`config.mk`:
```
export PLATFORM = sky130hd
export DESIGN_NAME = bnbs_denom_stage
export DESIGN_NICKNAME = d
export VERILOG_FILES = /design/src/rtl/core/bnbs_pkg.sv /design/src/rtl/core/bnbs_denom_stage.sv
export SDC_FILE = /design/constraint.sdc
export NUM_CORES = 2
export LEC_CHECK = 0
export ABC_AREA = 1
export BUFFER_PORTS_ARGS = -buffer_cell sky130_fd_sc_hd__buf_2
export CORE_AREA = 2 2 505 608
export DETAILED_ROUTE_END_ITERATION = 10
export DIE_AREA = 0 0 507 610
export RECOVER_POWER = 100
export SLEW_MARGIN = 10
export SYNTH_ARGS = -nofsm -noshare
export SYNTH_HDL_FRONTEND = slang
export SYNTH_SLANG_ARGS = --single-unit
```
`constraint.sdc`:
```
create_clock -name clk -period 44.8 [get_ports clk]
set_input_delay 0 -clock clk [delete_from_list [all_inputs] [get_ports clk]]
set_output_delay 0 -clock clk [all_outputs]
set_load 0.1 [all_outputs]
```
`src/rtl/core/bnbs_pkg.sv`:
```
// Shared types and constants for the banknote breakdown pipeline.
// Depends on nothing; used by the channel interfaces, the stage module and the top level.
`timescale 1ns / 1ps

package bnbs_pkg;

  localparam int unsigned NUM_DENOMS = 6;
  // lane 0 is the plain greedy pass, lanes 1..6 each leave out one note (10 first)
  localparam int unsigned NUM_LANES  = 7;
  localparam int unsigned AMT_W      = 16;
  localparam int unsigned CNT_W      = 12;
  localparam int unsigned Q_W        = 13;  // largest quotient is 65535 / 10
  localparam int unsigned REG_IDX_W  = 3;
  localparam int unsigned APB_AW     = 5;
  localparam int unsigned APB_DW     = 32;

  // reciprocal estimate: q_est = (rest * RECIP) >> RECIP_SHIFT, low by at most one
  localparam int unsigned RECIP_SHIFT = 24;
  localparam int unsigned RECIP_W     = 21;
  localparam int unsigned PROD_W      = AMT_W + RECIP_W;

  localparam logic [AMT_W-1:0] DENOM [NUM_DENOMS] = '{
    16'd500, 16'd200, 16'd100, 16'd50, 16'd20, 16'd10
  };

  // floor(2^24 / denomination)
  localparam logic [RECIP_W-1:0] RECIP [NUM_DENOMS] = '{
    21'd33554, 21'd83886, 21'd167772, 21'd335544, 21'd838860, 21'd1677721
  };

  typedef logic [CNT_W-1:0] cnt_t;
  typedef logic [Q_W-1:0]   quot_t;

  typedef struct packed {
    logic [AMT_W-1:0]            rest;
    cnt_t [NUM_DENOMS-1:0]       cnt;   // cnt[i] belongs to DENOM[i]
  } lane_t;

  typedef lane_t [NUM_LANES-1:0] work_t;
  typedef quot_t [NUM_LANES-1:0] quot_vec_t;

  // true where the given lane leaves out the given denomination
  function automatic logic lane_skips(input int unsigned lane, input int unsigned didx);
    lane_skips = (lane != 0) && (didx == NUM_LANES - 1 - lane);
  endfunction

endpackage

```
`src/rtl/core/bnbs_denom_stage.sv`:
```
// One denomination step for all seven passes, two register stages:
// reciprocal quotient estimate, then correction and stock check. Depends on bnbs_pkg.
`timescale 1ns / 1ps

module bnbs_denom_stage import bnbs_pkg::*; #(
  parameter int unsigned DENOM_IDX = 0
) (
  input  logic             clk,
  input  logic             rst,
  input  logic [CNT_W-1:0] stock,
  input  logic             in_valid,
  output logic             in_ready,
  input  work_t            in_work,
  output logic             out_valid,
  input  logic             out_ready,
  output work_t            out_work
);

  localparam logic [PROD_W-1:0] RECIP_EXT = {{(PROD_W-RECIP_W){1'b0}}, RECIP[DENOM_IDX]};
  localparam logic [AMT_W:0]    DVAL      = {1'b0, DENOM[DENOM_IDX]};

  logic      a_valid;
  logic      a_ready;
  work_t     a_work;
  quot_vec_t a_quot;
  quot_vec_t quot_est;

  logic      b_valid;
  logic      b_ready;
  work_t     b_work;
  work_t     b_work_next;

  assign a_ready   = !a_valid || b_ready;
  assign b_ready   = !b_valid || out_ready;
  assign in_ready  = a_ready;
  assign out_valid = b_valid;
  assign out_work  = b_work;

  for (genvar l = 0; l < NUM_LANES; l++) begin : g_lane
    logic [PROD_W-1:0] prod;
    logic [AMT_W:0]    qd;
    logic [AMT_W:0]    rem;
    logic              fix;
    quot_t             qf;
    logic [AMT_W:0]    remf;

    assign prod        = {{(PROD_W-AMT_W){1'b0}}, in_work[l].rest} * RECIP_EXT;
    assign quot_est[l] = prod[RECIP_SHIFT +: Q_W];

    // estimate may be one low: one compare and subtract fixes it
    assign qd   = {{(AMT_W+1-Q_W){1'b0}}, a_quot[l]} * DVAL;
    assign rem  = {1'b0, a_work[l].rest} - qd;
    assign fix  = (rem >= DVAL);
    assign qf   = a_quot[l] + {{(Q_W-1){1'b0}}, fix};
    assign remf = fix ? (rem - DVAL) : rem;

    always_comb begin
      b_work_next[l] = a_work[l];
      // whole quotient or nothing; a too-small rest gives a zero quotient
      if (!lane_skips(l, DENOM_IDX) && (qf <= {1'b0, stock})) begin
        b_work_next[l].cnt[DENOM_IDX] = qf[CNT_W-1:0];
        b_work_next[l].rest           = remf[AMT_W-1:0];
      end
    end
  end

  always_ff @(posedge clk) begin
    if (rst) begin
      a_valid <= 1'b0;
      b_valid <= 1'b0;
    end else begin
      if (a_ready) a_valid <= in_valid;
      if (b_ready) b_valid <= a_valid;
    end
  end

  always_ff @(posedge clk) begin
    if (a_ready && in_valid) begin
      a_work <= in_work;
      a_quot <= quot_est;
    end
    if (b_ready && a_valid) begin
      b_work <= b_work_next;
    end
  end

endmodule

```
Word level (Yosys, flattened, before mapping)
Index checks and enable logic that the tools add are counted.
{ "word_totals": {"regBits": 1282, "out_inout_bits": 618} }
{ "op_classes": {"add_sub_neg": 18, "n_mul": 12, "order_cmp": 12, "mux": 18, "reduce_logical": 6} }
{ "ops": {"columns": ["operator", "count"], "rows": [
  ["$mux 16", 12],
  ["$mul 16x15->31 const B", 6],
  ["$ge 17x9->1 const B", 6],
  ["$sub 16x17->17", 6],
  ["$sub 16x9->16 const B", 6],
  ["$mul 8x7->15 const B", 6],
  ["$le 9x12->1", 6],
  ["$mux 12", 6],
  ["$add 8x1->9", 6],
  ["$logic_and 1x1->1", 2],
  ["$logic_not 1->1", 2],
  ["$logic_or 1x1->1", 2]
]} }

Depth between registers and ports, before layout
{ "depth": {"depth_word": 6, "mapped_depth": 42} }

Worst setup path before layout
Ideal clock, no wire load.
{ "synth_timing": {"path_kind": "reg2reg", "from": "register b_valid, in the netlist out_valid", "to": "register b_work, in the netlist out_work[0] (enable)", "setup_ns": 1.799, "arrival_ns": 30.354, "required_time_ns": 43.001, "slack_ns": 12.647, "path_stages_with_launch": 2, "path_buffers": 0, "period_less_slack_ns": 32.153, "path_cell_list": "dfxtp_1 a21oi_1"} }
{ "synth_between": {"elab_chain_cells": 3} }
{ "synth_rtl": {"columns": ["item", "line_no", "text"], "rows": [
  ["from (decl)", "bnbs_denom_stage.sv:28", "logic b_valid;"],
  ["from (signal assigned)", "bnbs_denom_stage.sv:73", "if (b_ready) b_valid <= a_valid;"],
  ["$logic_not 1->1", "bnbs_denom_stage.sv:34", "assign b_ready = !b_valid || out_ready;"],
  ["$logic_or 1x1->1", "bnbs_denom_stage.sv:34", null],
  ["$logic_and 1x1->1", "bnbs_denom_stage.sv:82", "if (b_ready && a_valid) begin"],
  ["to (signal assigned)", "bnbs_denom_stage.sv:83", "b_work <= b_work_next;"],
  ["to (decl)", "bnbs_denom_stage.sv:30", "work_t b_work;"]
]} }
Every way passes these cells.
A chain may end at the register's enable or synchronous reset.

Final worst setup path
{ "layout_timing": {"from": "input port out_ready", "to": "register b_work, in the netlist out_work[82] (enable)"} }
{ "layout_between": {"elab_chain_cells": 2} }
{ "layout_rtl": {"columns": ["item", "line_no", "text"], "rows": [
  ["from (decl)", "bnbs_denom_stage.sv:15", "input logic out_ready,"],
  ["$logic_or 1x1->1", "bnbs_denom_stage.sv:34", null],
  ["$logic_and 1x1->1", "bnbs_denom_stage.sv:82", null]
]} }
Every way passes these cells.

==> results.cfg <==
[outcome]
status = complete, but fails checks
violations = capacitance limit, slew limit

[place]
port-buffer-count = 1249
place_congestion = 0.9547
dp_hpwl_mm = 228.9

[detailed_routing]
vias_per_cell = 4.372
dr.pass1.iters = 6
drt-total-wl_mm = 291.9
drt-initial-drc-count = 4228
drt.antenna.violating_nets = 0
vias = 57760
wl_per_cell_um = 22.09
post-route-drc-count = 0

[critical_path]
setup.worst_path.class = primary input to flop
reg2reg_depth = 6
crit_fanout = 155
endpoint_kind = flop
crit_required_ps = 44920
reg2reg_from = a_valid
start_kind = primary input
startpoint = out_ready
arrival_ps = 18930

[sta]
finalSetupTns_ps = 0
worstMarginPinSlew_ps = 8428
setup_viol = 0
slew_violations = 1388
finalHoldViolations = 0
rsz0062_at_grt = no
clock.fmax_mhz = 53.18
slew_headroom_pct = -461.9
clock-skew-final_ps = 94.80
final.min_clock_period_ps = 18800
period_share_pct = 41.98

[clock_tree]
cts_tree = built
cts_resized = 0
post_cts.repair.setup_buffers = 0
postCtsHoldBufs = 1086
htreeDepth = 4
clock_path_buffers = 4
path_clk_slew_ps = 60
cts_sinks = 1282
cts_inserted_buffers = 151
cts_root_buf = clkbuf_16
clock_latency_ps = 830

[synth]
ys.warnings.count = 0
synth_edf_count = 1280
syn_area_per_cell_um2 = 11.60
synthesis.area_um2 = 75520
synth_commonest_cells = edfxtp_1 (1,280), nand2_1 (1,219), inv_1 (1,142)
synth.area.top_cells = edfxtp_1 (51%), ha_1 (18%), fa_1 (8.1%)
syn-num-nets = 8528
seq_area_frac_synth_pct = 50.95
synth_cell_types = 54
yosysMostFrequentCell = edfxtp_1
async_reset_ff_share_pct = 0
yosysTopAreaCell = edfxtp_1
syn_inst = 6510
dominantRegCellSynth = edfxtp_1
synth-seq-cells = 1282
yosysTopAreaCellShare_pct = 50.90

[floorplanning]
ioPinCount = 1250
dieArea_um2 = 309300
die_h_um = 610
row_count = 222
coreArea_um2 = 303300
initial_core_util_pct = 24.90
die_w_um = 507

[grt]
track_usage_pct = 18.34
grt_pass1_wl_mm = 406.9
grt_overflow_total = 0
grt_pass1_vias = 57440
grt_max_degree = 156
antenna_found_initial = 99

[finish]
drive_above_1_share_pct = 8.480
multiInputGateArea_um2 = 32450
fill_cells = 30710
nNetsFinal = 11010
syn_to_final_growth_pct = 34.44
final-seq-area_um2 = 38480

[worst_hold_path]
worstHoldPathCells = 2
hold_start = in_work[541]
min_path_type = primary input to flop

[job]
maxCapViolations = 65
placed cells by master, fill, tap and decap left out, drive strengths merged, types with 2 or more instances in the layout:
cell,n
a21boi,10
nand3,288
nor3b,9
o21a,13
nand2,1247
clkinv,60
inv,1167
nor3,28
bufinv,11
edfxtp,1280
o211ai,7
diode,76
buf,475
and2,13
nand3b,18
nor4,6
a21oi,277
xor2,148
dfxtp,2
dlygate4sd3,1086
xnor2,45
o21ai,105
o21bai,13
clkbuf,973
ha,1080
o311ai,6
a21o,11
clkinvlp,10
nor2,288
fa,306
a31oi,12
nand4,100
a211oi,4
sequential cells by signal, indices dropped and copies added (netlist names):
name       count
out_work     616
a_valid        1
a_work       616
a_quot        48
out_valid      1
worst max-delay path, stage by stage:
cell	delay [ps]
dlygate4sd3_1	520
buf_2	90
dlygate4sd3_1	540
inv_1	60
a21oi_1	1220
clkbuf_1	2540
clkbuf_1	1290
clkbuf_1	5640
clkbuf_1	6350
final timing paths:
| kind | endpoint | slack (ps) |
|---|---|---|
| worst max-delay path | out_work[82] | 26000 |
| worst min-delay path | a_work[541] | 60 |
| worst max register to register | out_work[82] | 26040 |
| worst min register to register | out_work[366] | 360 |
cells by family (layout without fill, tap and decap cells):
family | count (synthesis) | count (layout) | synth area share, %
compound gates | 463 | 463 | 3.370
xor+xnor | 193 | 193 | 2.278
fa+ha+maj | 1386 | 1386 | 26.01
buf+inv | 1188 | 3782 | 5.980
flops | 1282 | 1282 | 50.95
other cells | 0 | 76 | 0
simple gates | 1998 | 1998 | 11.42
stage by stage:
stage               instance area, um2  hold slack (ps)  instances  utilization, %  setup slack (ps)
finish                          101500            56.24      13210           33.47             26000
global route                    101400            1.985      13160           33.43             25190
CTS                             102500          0.06983      13140           33.80             35890
detailed placement               86920            178.1      11790           28.65             35910
global placement                 86920            176.3      11790           28.65             35960
floorplan                        75520            69.07       6510               -             12650
metal layers:
layer  vias up  GRT usage, %  share of wire [%]
li1      27050             -                  -
met3       621         4.298                7.3
met2      2132         31.76                 49
met4        40         11.67                7.9
met5         -             0               0.10
met1     27920         20.13                 36
layout make-up:
class | instances | share of cell area [%]
multi-input cells | 4040 | 31.96
clock inverters | 91 | 0.8269
flip-flops and latches | 1282 | 37.90
repair buffers | 2364 | 16.04
inverters | 1157 | 4.280
clock buffers | 170 | 3.834
well taps | 4032 | 4.969
diodes | 76 | 0.1873
Power is not shown: default switching activity piles up to over one toggle a cycle in this logic, so the estimate is an artifact.
